==> src/rtl/prq_pkg.sv <==
// Shared constants, codes and types of the priority run-queue scheduler.
package prq_pkg;

    // Fixed field widths
    localparam int ID_W     = 5;
    localparam int PRIO_W   = 5;
    localparam int STATUS_W = 3;

    // Default sizes
    localparam int LEVELS_DEF  = 32;
    localparam int THREADS_DEF = 32;

    // Operation codes
    localparam logic OP_SELECT = 1'b0;
    localparam logic OP_READY  = 1'b1;

    // Result status codes
    typedef enum logic [STATUS_W-1:0] {
        ST_LOCKED   = 3'd0,
        ST_KEPT     = 3'd1,
        ST_SWITCHED = 3'd2,
        ST_IDLE     = 3'd3,
        ST_READY    = 3'd4
    } t_status;

endpackage

==> src/rtl/prq_cmd_if.sv <==
// Command and response channel interfaces of the priority run-queue scheduler.
interface prq_cmd_if;
    logic                        valid;
    logic                        ready;
    logic                        operation;
    logic [prq_pkg::ID_W-1:0]    thread_id;
    logic [prq_pkg::PRIO_W-1:0]  priority_req;
    logic                        yield;
    logic                        sched_locked;
    logic                        current_running;

    modport source (
        output valid, operation, thread_id, priority_req, yield, sched_locked,
               current_running,
        input  ready
    );
    modport sink (
        input  valid, operation, thread_id, priority_req, yield, sched_locked,
               current_running,
        output ready
    );
endinterface

interface prq_rsp_if;
    logic                          valid;
    logic                          ready;
    logic [prq_pkg::STATUS_W-1:0]  status;
    logic [prq_pkg::ID_W-1:0]      next_thread;
    logic                          thread_valid;

    modport source (
        output valid, status, next_thread, thread_valid,
        input  ready
    );
    modport sink (
        input  valid, status, next_thread, thread_valid,
        output ready
    );
endinterface

==> src/rtl/priority_run_queue_scheduler.sv <==
// Priority run-queue scheduler: bitmap level search over per-level linked FIFOs in memory.
//
//   channel  | dir | beat contents
//   ---------+-----+-------------------------------------------------------------
//   i_cmd    | in  | operation, thread_id, priority_req, yield, sched_locked,
//            |     | current_running
//   o_rsp    | out | status, next_thread, thread_valid
//
// One item at a time. The work runs from accept to the result loading the
// output register as a chain of registered reads of the level memory
// (head, tail) and the thread memory (link, level): requeue tail insert, then
// head pop. Reset is synchronous and needs no clearing pass; queue memories
// are meaningful only under set ready bits. A stalled output holds its beat;
// the next command is taken meanwhile and waits for the output register
// before its result is loaded.
module priority_run_queue_scheduler #(
    parameter int LEVELS  = prq_pkg::LEVELS_DEF,
    parameter int THREADS = prq_pkg::THREADS_DEF
) (
    input  logic          i_clk,
    input  logic          i_rst_n,
    prq_cmd_if.sink       i_cmd,
    prq_rsp_if.source     o_rsp
);

    localparam int LW = $clog2(LEVELS);
    localparam int TW = $clog2(THREADS);
    localparam int IW = prq_pkg::ID_W;

    typedef struct packed {
        logic [IW-1:0] head;
        logic [IW-1:0] tail;
    } t_lvl_word;

    typedef struct packed {
        logic [IW-1:0] link;
        logic [LW-1:0] lvl;
    } t_thr_word;

    typedef enum logic [2:0] {
        S_IDLE, S_CUR, S_APP, S_POP, S_HEAD, S_LINK, S_EMIT
    } t_state;

    // Map a thread id onto a thread memory address
    function automatic logic [TW-1:0] to_tidx(input logic [IW-1:0] id);
        logic [TW+IW-1:0] w;
        w = {{TW{1'b0}}, id};
        return w[TW-1:0];
    endfunction

    // Memories
    t_lvl_word r_lvl_mem [LEVELS];
    t_thr_word r_thr_mem [THREADS];
    t_lvl_word r_lvl_rd;
    t_thr_word r_thr_rd;

    // Control and working registers
    t_state              r_state, n_state;
    logic [LEVELS-1:0]   r_bits, n_bits;
    logic [IW-1:0]       r_cur, n_cur;
    logic                r_cur_vld, n_cur_vld;
    logic [IW-1:0]       r_tid, n_tid;
    logic [LW-1:0]       r_lvl, n_lvl;
    logic                r_yield, n_yield;
    logic                r_after, n_after;
    prq_pkg::t_status    r_res_st, n_res_st;
    logic [IW-1:0]       r_res_thr, n_res_thr;
    logic                r_res_vld, n_res_vld;
    logic                r_o_valid, n_o_valid;
    logic [prq_pkg::STATUS_W-1:0] r_o_status, n_o_status;
    logic [IW-1:0]       r_o_thr, n_o_thr;
    logic                r_o_tvld, n_o_tvld;

    // Memory port controls
    logic [LW-1:0]       lvl_raddr, lvl_waddr;
    logic                lvl_we_head, lvl_we_tail;
    logic [IW-1:0]       lvl_wd_head, lvl_wd_tail;
    logic [TW-1:0]       thr_raddr, thr_waddr;
    logic                thr_we_link, thr_we_lvl;
    logic [IW-1:0]       thr_wd_link;
    logic [LW-1:0]       thr_wd_lvl;

    // Most urgent ready level
    logic [LW-1:0]       best_idx;
    logic                best_none;

    logic                cmd_fire;
    logic [LW-1:0]       cmd_lvl;
    logic                cmd_in_range;

    assign i_cmd.ready       = (r_state == S_IDLE);
    assign cmd_fire          = i_cmd.valid && (r_state == S_IDLE);
    assign cmd_lvl           = i_cmd.priority_req[LW-1:0];
    assign cmd_in_range      = (32'(i_cmd.thread_id) < THREADS)
                            && (32'(i_cmd.priority_req) < LEVELS);

    assign o_rsp.valid        = r_o_valid;
    assign o_rsp.status       = r_o_status;
    assign o_rsp.next_thread  = r_o_thr;
    assign o_rsp.thread_valid = r_o_tvld;

    // Priority-encode the ready bitmap, lowest level wins
    always_comb begin
        best_idx = '0;
        for (int l = LEVELS - 1; l >= 0; l--) begin
            if (r_bits[l]) begin
                best_idx = LW'(l);
            end
        end
        best_none = ~|r_bits;
    end

    // Sequencer: read, modify and write back the queue memories
    always_comb begin
        n_state    = r_state;
        n_bits     = r_bits;
        n_cur      = r_cur;
        n_cur_vld  = r_cur_vld;
        n_tid      = r_tid;
        n_lvl      = r_lvl;
        n_yield    = r_yield;
        n_after    = r_after;
        n_res_st   = r_res_st;
        n_res_thr  = r_res_thr;
        n_res_vld  = r_res_vld;
        n_o_valid  = r_o_valid;
        n_o_status = r_o_status;
        n_o_thr    = r_o_thr;
        n_o_tvld   = r_o_tvld;

        lvl_raddr   = r_lvl;
        lvl_waddr   = r_lvl;
        lvl_we_head = 1'b0;
        lvl_we_tail = 1'b0;
        lvl_wd_head = r_tid;
        lvl_wd_tail = r_tid;
        thr_raddr   = to_tidx(r_cur);
        thr_waddr   = to_tidx(r_lvl_rd.tail);
        thr_we_link = 1'b0;
        thr_we_lvl  = 1'b0;
        thr_wd_link = r_tid;
        thr_wd_lvl  = cmd_lvl;

        // Retire the output beat
        if (r_o_valid && o_rsp.ready) begin
            n_o_valid = 1'b0;
        end

        case (r_state)
            S_IDLE: begin
                if (cmd_fire) begin
                    if (i_cmd.operation == prq_pkg::OP_READY) begin
                        if (cmd_in_range) begin
                            // Record the level and fetch its tail
                            lvl_raddr  = cmd_lvl;
                            thr_waddr  = to_tidx(i_cmd.thread_id);
                            thr_we_lvl = 1'b1;
                            n_tid      = i_cmd.thread_id;
                            n_lvl      = cmd_lvl;
                            n_after    = 1'b0;
                            n_state    = S_APP;
                        end else begin
                            n_res_st  = prq_pkg::ST_READY;
                            n_res_thr = '0;
                            n_res_vld = 1'b0;
                            n_state   = S_EMIT;
                        end
                    end else if (i_cmd.sched_locked) begin
                        n_res_st  = prq_pkg::ST_LOCKED;
                        n_res_thr = '0;
                        n_res_vld = 1'b0;
                        n_state   = S_EMIT;
                    end else if (r_cur_vld && i_cmd.current_running) begin
                        // Fetch the level of the current thread
                        thr_raddr = to_tidx(r_cur);
                        n_yield   = i_cmd.yield;
                        n_state   = S_CUR;
                    end else begin
                        n_state = S_POP;
                    end
                end
            end

            S_CUR: begin
                if (!r_yield && (best_none || (r_thr_rd.lvl <= best_idx))) begin
                    n_res_st  = prq_pkg::ST_KEPT;
                    n_res_thr = r_cur;
                    n_res_vld = 1'b1;
                    n_state   = S_EMIT;
                end else begin
                    // Requeue the current thread at its tail
                    lvl_raddr = r_thr_rd.lvl;
                    n_tid     = r_cur;
                    n_lvl     = r_thr_rd.lvl;
                    n_after   = 1'b1;
                    n_state   = S_APP;
                end
            end

            S_APP: begin
                // Link behind the old tail or start a new list
                if (r_bits[r_lvl]) begin
                    thr_waddr   = to_tidx(r_lvl_rd.tail);
                    thr_we_link = 1'b1;
                end else begin
                    lvl_we_head = 1'b1;
                end
                lvl_we_tail    = 1'b1;
                n_bits[r_lvl]  = 1'b1;
                if (r_after) begin
                    n_state = S_POP;
                end else begin
                    n_res_st  = prq_pkg::ST_READY;
                    n_res_thr = '0;
                    n_res_vld = 1'b0;
                    n_state   = S_EMIT;
                end
            end

            S_POP: begin
                if (best_none) begin
                    n_cur     = '0;
                    n_cur_vld = 1'b0;
                    n_res_st  = prq_pkg::ST_IDLE;
                    n_res_thr = '0;
                    n_res_vld = 1'b0;
                    n_state   = S_EMIT;
                end else begin
                    lvl_raddr = best_idx;
                    n_lvl     = best_idx;
                    n_state   = S_HEAD;
                end
            end

            S_HEAD: begin
                n_cur     = r_lvl_rd.head;
                n_cur_vld = 1'b1;
                if (r_lvl_rd.tail == r_lvl_rd.head) begin
                    // Last entry: drop the level
                    n_bits[r_lvl] = 1'b0;
                    n_res_st      = prq_pkg::ST_SWITCHED;
                    n_res_thr     = r_lvl_rd.head;
                    n_res_vld     = 1'b1;
                    n_state       = S_EMIT;
                end else begin
                    thr_raddr = to_tidx(r_lvl_rd.head);
                    n_state   = S_LINK;
                end
            end

            S_LINK: begin
                // Advance the head along its link
                lvl_we_head = 1'b1;
                lvl_wd_head = r_thr_rd.link;
                n_res_st    = prq_pkg::ST_SWITCHED;
                n_res_thr   = r_cur;
                n_res_vld   = 1'b1;
                n_state     = S_EMIT;
            end

            S_EMIT: begin
                if (!r_o_valid || o_rsp.ready) begin
                    n_o_valid  = 1'b1;
                    n_o_status = r_res_st;
                    n_o_thr    = r_res_thr;
                    n_o_tvld   = r_res_vld;
                    n_state    = S_IDLE;
                end
            end

            default: begin
                n_state = S_IDLE;
            end
        endcase
    end

    // State and registered outputs
    always_ff @(posedge i_clk) begin
        if (!i_rst_n) begin
            r_state   <= S_IDLE;
            r_bits    <= '0;
            r_cur     <= '0;
            r_cur_vld <= 1'b0;
            r_o_valid <= 1'b0;
        end else begin
            r_state   <= n_state;
            r_bits    <= n_bits;
            r_cur     <= n_cur;
            r_cur_vld <= n_cur_vld;
            r_o_valid <= n_o_valid;
        end
        r_tid      <= n_tid;
        r_lvl      <= n_lvl;
        r_yield    <= n_yield;
        r_after    <= n_after;
        r_res_st   <= n_res_st;
        r_res_thr  <= n_res_thr;
        r_res_vld  <= n_res_vld;
        r_o_status <= n_o_status;
        r_o_thr    <= n_o_thr;
        r_o_tvld   <= n_o_tvld;
    end

    // Level memory: head and tail per level
    always_ff @(posedge i_clk) begin
        if (lvl_we_head) begin
            r_lvl_mem[lvl_waddr].head <= lvl_wd_head;
        end
        if (lvl_we_tail) begin
            r_lvl_mem[lvl_waddr].tail <= lvl_wd_tail;
        end
        r_lvl_rd <= r_lvl_mem[lvl_raddr];
    end

    // Thread memory: link and level per thread
    always_ff @(posedge i_clk) begin
        if (thr_we_link) begin
            r_thr_mem[thr_waddr].link <= thr_wd_link;
        end
        if (thr_we_lvl) begin
            r_thr_mem[thr_waddr].lvl <= thr_wd_lvl;
        end
        r_thr_rd <= r_thr_mem[thr_raddr];
    end

endmodule

==> src/flat_wrapper.sv <==
// flat-port wrapper written by rule: the top's interface ports become plain ports
module priority_run_queue_scheduler_flat 
#(
    parameter int LEVELS  = prq_pkg::LEVELS_DEF,
    parameter int THREADS = prq_pkg::THREADS_DEF
)
  (i_clk, i_rst_n, i_cmd_valid, i_cmd_operation, i_cmd_thread_id, i_cmd_priority_req, i_cmd_yield, i_cmd_sched_locked, i_cmd_current_running, i_cmd_ready, o_rsp_valid, o_rsp_status, o_rsp_next_thread, o_rsp_thread_valid, o_rsp_ready);
  prq_cmd_if i_cmd_i ();
  prq_rsp_if o_rsp_i ();
  input  logic i_clk;
  input  logic i_rst_n;
  input wire logic [$bits(i_cmd_i.valid)-1:0] i_cmd_valid;
  input wire logic [$bits(i_cmd_i.operation)-1:0] i_cmd_operation;
  input wire logic [$bits(i_cmd_i.thread_id)-1:0] i_cmd_thread_id;
  input wire logic [$bits(i_cmd_i.priority_req)-1:0] i_cmd_priority_req;
  input wire logic [$bits(i_cmd_i.yield)-1:0] i_cmd_yield;
  input wire logic [$bits(i_cmd_i.sched_locked)-1:0] i_cmd_sched_locked;
  input wire logic [$bits(i_cmd_i.current_running)-1:0] i_cmd_current_running;
  output wire logic [$bits(i_cmd_i.ready)-1:0] i_cmd_ready;
  output wire logic [$bits(o_rsp_i.valid)-1:0] o_rsp_valid;
  output wire logic [$bits(o_rsp_i.status)-1:0] o_rsp_status;
  output wire logic [$bits(o_rsp_i.next_thread)-1:0] o_rsp_next_thread;
  output wire logic [$bits(o_rsp_i.thread_valid)-1:0] o_rsp_thread_valid;
  input wire logic [$bits(o_rsp_i.ready)-1:0] o_rsp_ready;
  assign i_cmd_i.valid = i_cmd_valid;
  assign i_cmd_i.operation = i_cmd_operation;
  assign i_cmd_i.thread_id = i_cmd_thread_id;
  assign i_cmd_i.priority_req = i_cmd_priority_req;
  assign i_cmd_i.yield = i_cmd_yield;
  assign i_cmd_i.sched_locked = i_cmd_sched_locked;
  assign i_cmd_i.current_running = i_cmd_current_running;
  assign i_cmd_ready = i_cmd_i.ready;
  assign o_rsp_valid = o_rsp_i.valid;
  assign o_rsp_status = o_rsp_i.status;
  assign o_rsp_next_thread = o_rsp_i.next_thread;
  assign o_rsp_thread_valid = o_rsp_i.thread_valid;
  assign o_rsp_i.ready = o_rsp_ready;
  priority_run_queue_scheduler #(.LEVELS(LEVELS), .THREADS(THREADS)) u_core (.i_clk(i_clk), .i_rst_n(i_rst_n), .i_cmd(i_cmd_i), .o_rsp(o_rsp_i));
endmodule
==> config.mk <==
export PLATFORM = sky130hd
export DESIGN_NAME = priority_run_queue_scheduler_flat
export DESIGN_NICKNAME = d
export VERILOG_FILES = /design/src/rtl/prq_pkg.sv /design/src/rtl/prq_cmd_if.sv /design/src/rtl/priority_run_queue_scheduler.sv /design/src/flat_wrapper.sv
export SDC_FILE = /design/constraint.sdc
export NUM_CORES = 1
export LEC_CHECK = 0
export ABC_AREA = 1
export BUFFER_PORTS_ARGS = -buffer_cell sky130_fd_sc_hd__buf_2
export CORE_MARGIN = 2
export CORE_UTILIZATION = 59
export CTS_BUF_LIST = sky130_fd_sc_hd__clkbuf_8
export DETAILED_ROUTE_END_ITERATION = 10
export GPL_TIMING_DRIVEN = 0
export PLACE_DENSITY = 0.77
export RECOVER_POWER = 25
export SLEW_MARGIN = 0
export SYNTH_ARGS = -nofsm -noshare
export SYNTH_HDL_FRONTEND = slang
export SYNTH_SLANG_ARGS = --single-unit
==> constraint.sdc <==
create_clock -name i_clk -period 3.6 [get_ports i_clk]
set_input_delay 0.18 -clock i_clk [delete_from_list [all_inputs] [get_ports i_clk]]
set_output_delay 0.18 -clock i_clk [all_outputs]
set_load 0.01 [all_outputs]
==> results of run 1 <==
## through the flow
step | cell area [um^2] | total power [uW] | hold WS [ns] | setup WS [ns]
global route | 37720 | 40250 | 0.2312 | -1.551
floorplan | 31740 | 19940 | 0.2789 | -0.03042
CTS | 36820 | 35750 | 0.0003574 | -0.8945
finish | 37720 | 38970 | 0.1576 | -1.091
detailed placement | 33080 | 26170 | 0.4070 | -1.642
global placement | 32740 | 25580 | 0.4054 | -1.616
## power by group through the flow
stage	Clock (uW)	Combinational (uW)	Sequential, uW
after detailed placement	0	15400	10800
after global placement	0	14500	11100
after global routing	7520	22100	10600
final	7130	21200	10600
after CTS	7110	18000	10600
after floorplan	0	9200	10700
## worst max-delay path, delay by kind of cell (launching register included)
kind                       cells  cell delay (ns)
and+or+nand+nor               36             2.31
DFF                            1             0.36
AOI/OAI and AO/OA              4             0.76
adders and majority gates      1             0.19
buffers and inverters          5             0.92
## layout make-up
cell class                      count  share of cell area
Clock inverter                     95             0.01784
Sequential cell                   732              0.5650
Timing Repair inverter              1           0.0001658
Timing Repair Buffer               86             0.02458
Tap cell                          688             0.02282
Multi-Input combinational cell   1683              0.2592
Clock buffer                      119             0.04342
Inverter                          356             0.03582
Buffer                            168             0.03108
## layout by cell type (no fill, tap or decap), drive strengths merged, types with 6 or more instances in the layout
| cell | Yosys | layout |
|---|---|---|
| edfxtp | 665 | 665 |
| o21a | 6 | 6 |
| clkbuf | 123 | 260 |
| nand2 | 352 | 353 |
| a21oi | 53 | 53 |
| nor3 | 35 | 35 |
| nor2 | 406 | 406 |
| dlygate4sd3 | 0 | 17 |
| a31oi | 20 | 20 |
| bufinv | 0 | 10 |
| clkinv | 3 | 41 |
| o21ai | 189 | 189 |
| nand3b | 100 | 100 |
| dfxtp | 67 | 67 |
| buf | 48 | 96 |
| o221ai | 67 | 67 |
| inv | 353 | 397 |
| nand3 | 370 | 370 |
| o22ai | 35 | 35 |
| o211ai | 15 | 15 |
## worst max-delay path by stage
stage	depth (start not counted)	slack [ns]	endpoint
after floorplan	48	-0.03	u_core.r_lvl_rd[0]
after global placement	32	-1.62	u_core.r_lvl_rd[7]
after detailed placement	32	-1.64	u_core.r_lvl_rd[5]
after CTS	49	-0.89	u_core.r_lvl_rd[0]
after global routing	48	-1.55	u_core.r_lvl_rd[2]
final	46	-1.09	u_core.r_lvl_rd[7]
## metal layers
metal | vias to the layer above | global-route usage
met2 | 1828 | 0.5750
met1 | 11600 | 0.4356
met3 | 409 | 0.05640
met5 | - | 0
li1 | 10710 | -
met4 | 0 | 0.2301
## flip-flops by register name (all words and copies together) (netlist names), named ones only
name and flops:
u_core.lvl_wd_tail 5, u_core.o_rsp.valid 1, u_core.r_cur_vld 1, u_core.r_res_thr 5, u_core.r_lvl_mem 320, u_core.r_res_vld 1, u_core.o_rsp.next_thread 5, u_core.o_rsp.thread_valid 1
u_core.r_res_st 3, u_core.r_state 3, u_core.r_yield 1, u_core.r_thr_mem 320, u_core.r_after 1, u_core.r_thr_rd 10, u_core.o_rsp.status 3, u_core.r_cur 5
u_core.r_lvl_rd 10, u_core.lvl_waddr 5
## kinds of logic after synthesis
family          share of synthesized area
buf+inv                           0.06586
compound gates                    0.07735
flops                              0.6729
mux                              0.001778
simple gates                       0.1799
xor+xnor                        0.0002766
fa+ha+maj                        0.001975
## what timing repair did
item,in CTS,in global routing
setup endpoints to repair,437,313
hold endpoints to repair,64,0
hold buffers,17,0
setup buffers,13,6
gates cloned,2,9
pin swaps,32,62
resized for setup,296,217
==> results.py, run 1 <==
metrics = {
    "synthesis": {
        "syn_inst": 2941,
        "synth_warnings": 0,
        "ys_seq_area_frac": 0.6729,
        "synth_cell_types": 44,
        "synth.most_common_cell": "edfxtp_1",
        "syn_avg_cell_area_um2": 10.77,
        "synth_nets": 2964,
        "synth_top_cell_area_share": 0.6305,
        "ys_top_cells_by_area": "edfxtp_1 (63%), nand3_1 (5.8%), nor2_1 (4.8%), dfxtp_1 (4.2%), nand2_1 (4.1%)",
        "synth-edff-count": 665,
        "synth_seq_cells": 732,
        "synth_largest_area_cell": "edfxtp_1",
        "async_flop_share": 0,
        "syn-cell-area_mm2": 0.03167,
        "synth_flop_cell": "edfxtp_1",
        "synth_common_cells": "edfxtp_1 (665), nor2_1 (402), nand3_1 (370)",
    },
    "route": {
        "avgViaCountPerCell": 6.249,
        "drc_errors": 0,
        "ant_nets": 0,
        "drt_iter0_markers": 3428,
        "met1Wirelength_um": 34050,
        "dr_wl_met2_um": 47100,
        "detail_route.wl_per_cell_um": 25.45,
        "routed_wl_um": 99960,
        "top_layer": "met4",
        "vias": 24550,
        "dr_wl_met3_um": 11160,
        "first_pass_iters": 9,
    },
    "pwr": {
        "p_sw_frac": 0.4631,
        "p_sw_uw": 18050,
        "p_int_uw": 20930,
        "power.density_mw_per_mm2": 1033,
        "peakVddDrop_v": 0.0006406,
        "pwr-share-seq": 0.272,
        "comb_power_share": 0.545,
        "p_clk_frac": 0.183,
        "p_leak_uw": 0.01410,
    },
    "finish": {
        "utilization": 0.7136,
        "fin_nets": 3164,
        "drive_gt1_frac": 0.1855,
        "multi_input_area_mm2": 0.009779,
        "stdcell_count": 3928,
        "ff_latch_area_mm2": 0.02132,
        "nFillCells": 3600,
        "syn_to_final_growth_pct": 19.11,
        "num_antenna_cells": 0,
    },
    "sta": {
        "max_freq_mhz": 213.2,
        "finalHoldViolations": 0,
        "fin_skew_ns": 0.07351,
        "setup_ws_ns": -1.091,
        "setup_violations": 24,
        "post-route-period-util": 1.303,
        "grt_setup_unrepaired": "yes",
        "relSlewSlack": -0.1393,
        "tns_ns": -12.76,
        "worst_pin_slew_ns": 1.709,
        "period_minus_slack_ns": 4.691,
        "finalMaxSlewViolations": 191,
    },
    "critical_path": {
        "regToRegEndpoint": "u_core.r_lvl_rd[7]",
        "crit_arrival_ns": 5.29,
        "critPathCaptureType": "flop",
        "crit_required_ns": 4.20,
        "critPathLaunchType": "flop",
        "critPathKind": "flop to flop",
        "slowest_stage": "buf_2",
        "rrSetupSlack_ns": -1.09,
        "slowest_delay_ns": 0.47,
        "critPathMostFrequentCell": "nand2_1",
        "crit_fanout": 10,
        "ff2ff_path_depth": 46,
    },
    "clock_network": {
        "htreeDepth": 3,
        "numCtsBuffers": 113,
        "clockBufferDepth": 3,
        "insertion_delay_ns": 0.76,
        "clk_pin_slew_ns": 0.06,
        "clockRootBuffer": "clkbuf_8",
        "clock-sinks": 732,
        "cts_tree": "built",
    },
    "hold_path": {
        "worstHoldEndpoint": "u_core.r_state[2]",
        "min_from": "i_cmd_operation",
        "hp-class": "input pin to flop",
        "whs_path_depth": 6,
    },
    "grt": {
        "grt_pass1_vias": 23830,
        "global_route.usage.total": 0.3509,
        "grt_pass1_wl_um": 143900,
        "antenna_found_initial": 0,
        "grt_max_degree": 34,
        "grt_overflow": 0,
    },
    "placement": {
        "portBuffers": 28,
        "gp_congestion": 1.033,
        "place_inst": 3670,
        "dpl.hpwl_um": 66240,
    },
    "die": {
        "initial_core_util": 0.5991,
        "fp.dieH_um": 235.7,
        "die_x_um": 235.7,
        "pin_count": 29,
        "dieArea_mm2": 0.05555,
        "coreArea_mm2": 0.05287,
        "std_cell_rows": 84,
    },
    "run_status": {
        "status": "complete, but fails checks",
        "violations": "max-capacitance violations, max-slew violations, negative setup slack",
    },
    "run": {
        "drv_cap": 6,
    },
}
Power figures use the tool's default switching activity.
==> run 2: changes to the inputs <==
--- a/config.mk
+++ b/config.mk
@@ -9,2 +9,3 @@
 export BUFFER_PORTS_ARGS = -buffer_cell sky130_fd_sc_hd__buf_2
+export CAP_MARGIN = 20
 export CORE_MARGIN = 2
==> constraint.sdc (replaced) <==
create_clock -name i_clk -period 3.6 [get_ports i_clk]
set_input_delay 0.54 -clock i_clk [delete_from_list [all_inputs] [get_ports i_clk]]
set_output_delay 0.54 -clock i_clk [all_outputs]
set_load 0.01 [all_outputs]
==> run 2 against run 1 <==
Against the previous run: register-to-register slack better by 0.05 ns; hold slack lost 0.041 ns; final cell count is 0.20% lower; clock power fell by 5.5%; sequential power about the same; fmax is 0.97% higher; via count grew 0.18%; the flow still finishes with violations (max-capacitance violations, max-slew violations, negative setup slack); largest power group unchanged; largest cell class unchanged; combinational power hardly changed; first-iteration DRC count shrank 1.5%; die area is the same; critical path type unchanged; total power fell by 1.7%; design area shrank 1.3%.
==> results.py, run 2 (synthesis gave the netlist of run 1 again) <==
metrics = {
    "run_status": {
        "status": "complete, but fails checks",
        "violations": "max-capacitance violations, max-slew violations, negative setup slack",
    },
    "finish": {
        "layout_commonest_cell": "edfxtp_1",
        "final_cell_mix": "edfxtp_1 (665), inv_1 (363), nor2_1 (360)",
        "syn_to_final_growth_pct": 17.62,
        "utilization": 0.7047,
        "largestRegisters": "u_core.r_lvl_mem: 320 flops, u_core.r_thr_mem: 320 flops",
        "fin_nets": 3163,
        "nFillCells": 3608,
        "drive_gt1_frac": 0.1802,
    },
    "critical_path": {
        "crit_required_ns": 4.22,
        "critPathMostFrequentCell": "nand2_1",
        "critPathLaunchType": "flop",
        "ff2ff_path_depth": 35,
        "critPathCaptureType": "flop",
        "slowest_stage": "o311ai_1",
        "regToRegEndpoint": "u_core.r_lvl_rd[7]",
        "crit_path_end": "u_core.r_lvl_rd[7]",
        "crit_arrival_ns": 5.26,
        "critPathKind": "flop to flop",
        "slowest_delay_ns": 0.35,
        "rrSetupSlack_ns": -1.05,
        "crit_fanout": 6,
    },
    "die": {
        "coreArea_mm2": 0.05287,
        "std_cell_rows": 84,
        "dieArea_mm2": 0.05555,
        "die_x_um": 235.7,
        "pin_count": 29,
        "initial_core_util": 0.5991,
        "fp.dieH_um": 235.7,
    },
    "grt": {
        "global_route.usage.total": 0.3518,
        "grt_pass1_wl_um": 144500,
        "grt_max_degree": 34,
        "grt_overflow": 0,
        "grt_pass1_vias": 24030,
        "antenna_found_initial": 0,
    },
    "route": {
        "first_pass_iters": 6,
        "ant_nets": 0,
        "drc_errors": 0,
        "detail_route.wl_per_cell_um": 25.50,
        "vias": 24590,
        "routed_wl_um": 99970,
        "drt_iter0_markers": 3376,
        "avgViaCountPerCell": 6.273,
    },
    "pwr": {
        "p_clk_frac": 0.176,
        "p_int_uw": 20530,
        "comb_power_share": 0.547,
        "p_leak_uw": 0.01386,
        "p_sw_uw": 17770,
        "pwr-share-seq": 0.277,
        "p_sw_frac": 0.4640,
        "peakVddDrop_v": 0.0006326,
        "power.density_mw_per_mm2": 1028,
    },
    "placement": {
        "dp_slack_ns": -1.612,
        "dpl.hpwl_um": 66340,
        "portBuffers": 28,
        "gp_congestion": 1.033,
    },
    "clock_network": {
        "clockRootBuffer": "clkbuf_8",
        "clock-sinks": 732,
        "htreeDepth": 3,
        "clockBufferDepth": 3,
        "cts_tree": "built",
        "clk_pin_slew_ns": 0.07,
        "insertion_delay_ns": 0.76,
        "hold_buffers": 0,
        "numCtsBuffers": 112,
    },
    "sta": {
        "setup_violations": 55,
        "post-route-period-util": 1.290,
        "fin_skew_ns": 0.05622,
        "period_minus_slack_ns": 4.646,
        "finalMaxSlewViolations": 170,
        "grt_setup_unrepaired": "yes",
        "finalHoldViolations": 0,
        "max_freq_mhz": 215.3,
        "worst_pin_slew_ns": 1.752,
        "setup_ws_ns": -1.046,
        "relSlewSlack": -0.1682,
    },
    "run": {
        "drv_cap": 5,
    },
    "hold_path": {
        "hp-class": "input pin to flop",
    },
}
==> run 2: cell count changes in the layout (fill, tap and decap cells not counted), sizes merged, moves of 2 or more <==
cell         delta
buf            +16
bufinv          -6
clkbuf          +7
diode           +2
dlygate4sd3    -17
inv            -10
==> run 2: how the worst min path moves through the flow <==
stage	end	startpoint	cells past startpoint	slack [ns]
final	u_core.r_state[0]	i_rst_n	3	0.12
after floorplan	u_core.o_rsp.next_thread[0]	u_core.r_res_thr[0]	0	0.40
after global placement	u_core.o_rsp.next_thread[4]	u_core.r_res_thr[4]	0	0.41
after CTS	u_core.r_yield	i_cmd_yield	1	0.04
after detailed placement	u_core.o_rsp.next_thread[1]	u_core.r_res_thr[1]	0	0.41
after global routing	u_core.lvl_wd_tail[3]	i_cmd_thread_id[3]	3	0.15
==> run 2: power by group through the flow <==
stage | Sequential, uW | Clock (uW) | Combinational [uW]
CTS | 10600 | 6750 | 18600
floorplan | 10700 | 0 | 9200
global route | 10600 | 7100 | 21700
global placement | 11100 | 0 | 14500
finish | 10600 | 6740 | 20900
detailed placement | 10800 | 0 | 15400
==> run 2: routing by layer <==
layer | global-route usage | part of all wire | vias up
li1 | - | - | 10680
met1 | 0.4295 | 0.35 | 11690
met5 | 0 | 0.00069 | -
met2 | 0.5757 | 0.47 | 1785
met3 | 0.06098 | 0.10 | 436
met4 | 0.2426 | 0.078 | 2
==> run 2: layout make-up <==
class                      instances  area, um^2  area share
sequential                       732       21320      0.5722
multi-input combinational       1682        9540      0.2561
clock buffer                     123        1693     0.04544
inverter                         356        1358     0.03644
buffer                           164        1055     0.02831
timing repair buffer              92       955.9     0.02566
tap                              688       860.8     0.02311
clock inverter                    81       469.2     0.01260
antenna                            2       5.005   0.0001343
==> run 2: timing repair <==
item	CTS	global route
cloned	2	8
gates resized for setup	331	129
endpoints found under the setup margin	434	355
pin swaps	31	26
setup buffers	28	13
==> run 2: critical path, delay by kind of cell, from the launching register on <==
kind                       cells  cell delay, ns
and+or+nand+nor               24            2.15
buffers and inverters          5            0.62
DFF                            1            0.34
adders and majority gates      1            0.30
AOI/OAI and AO/OA              5            1.10
==> run 2: metrics by stage <==
step	setup TNS [ns]	hold slack (ns)	power [uW]	cells	area, um^2
after floorplan	-0.2908	0.4003	19940	2941	31740
after global placement	-121.44	0.4054	25580	3657	32740
after detailed placement	-131.79	0.4070	26150	3670	33080
after CTS	-8.669	0.03739	35980	3902	36750
after global routing	-29.16	0.1475	39430	3918	37250
final	-14.85	0.1167	38290	3920	37250
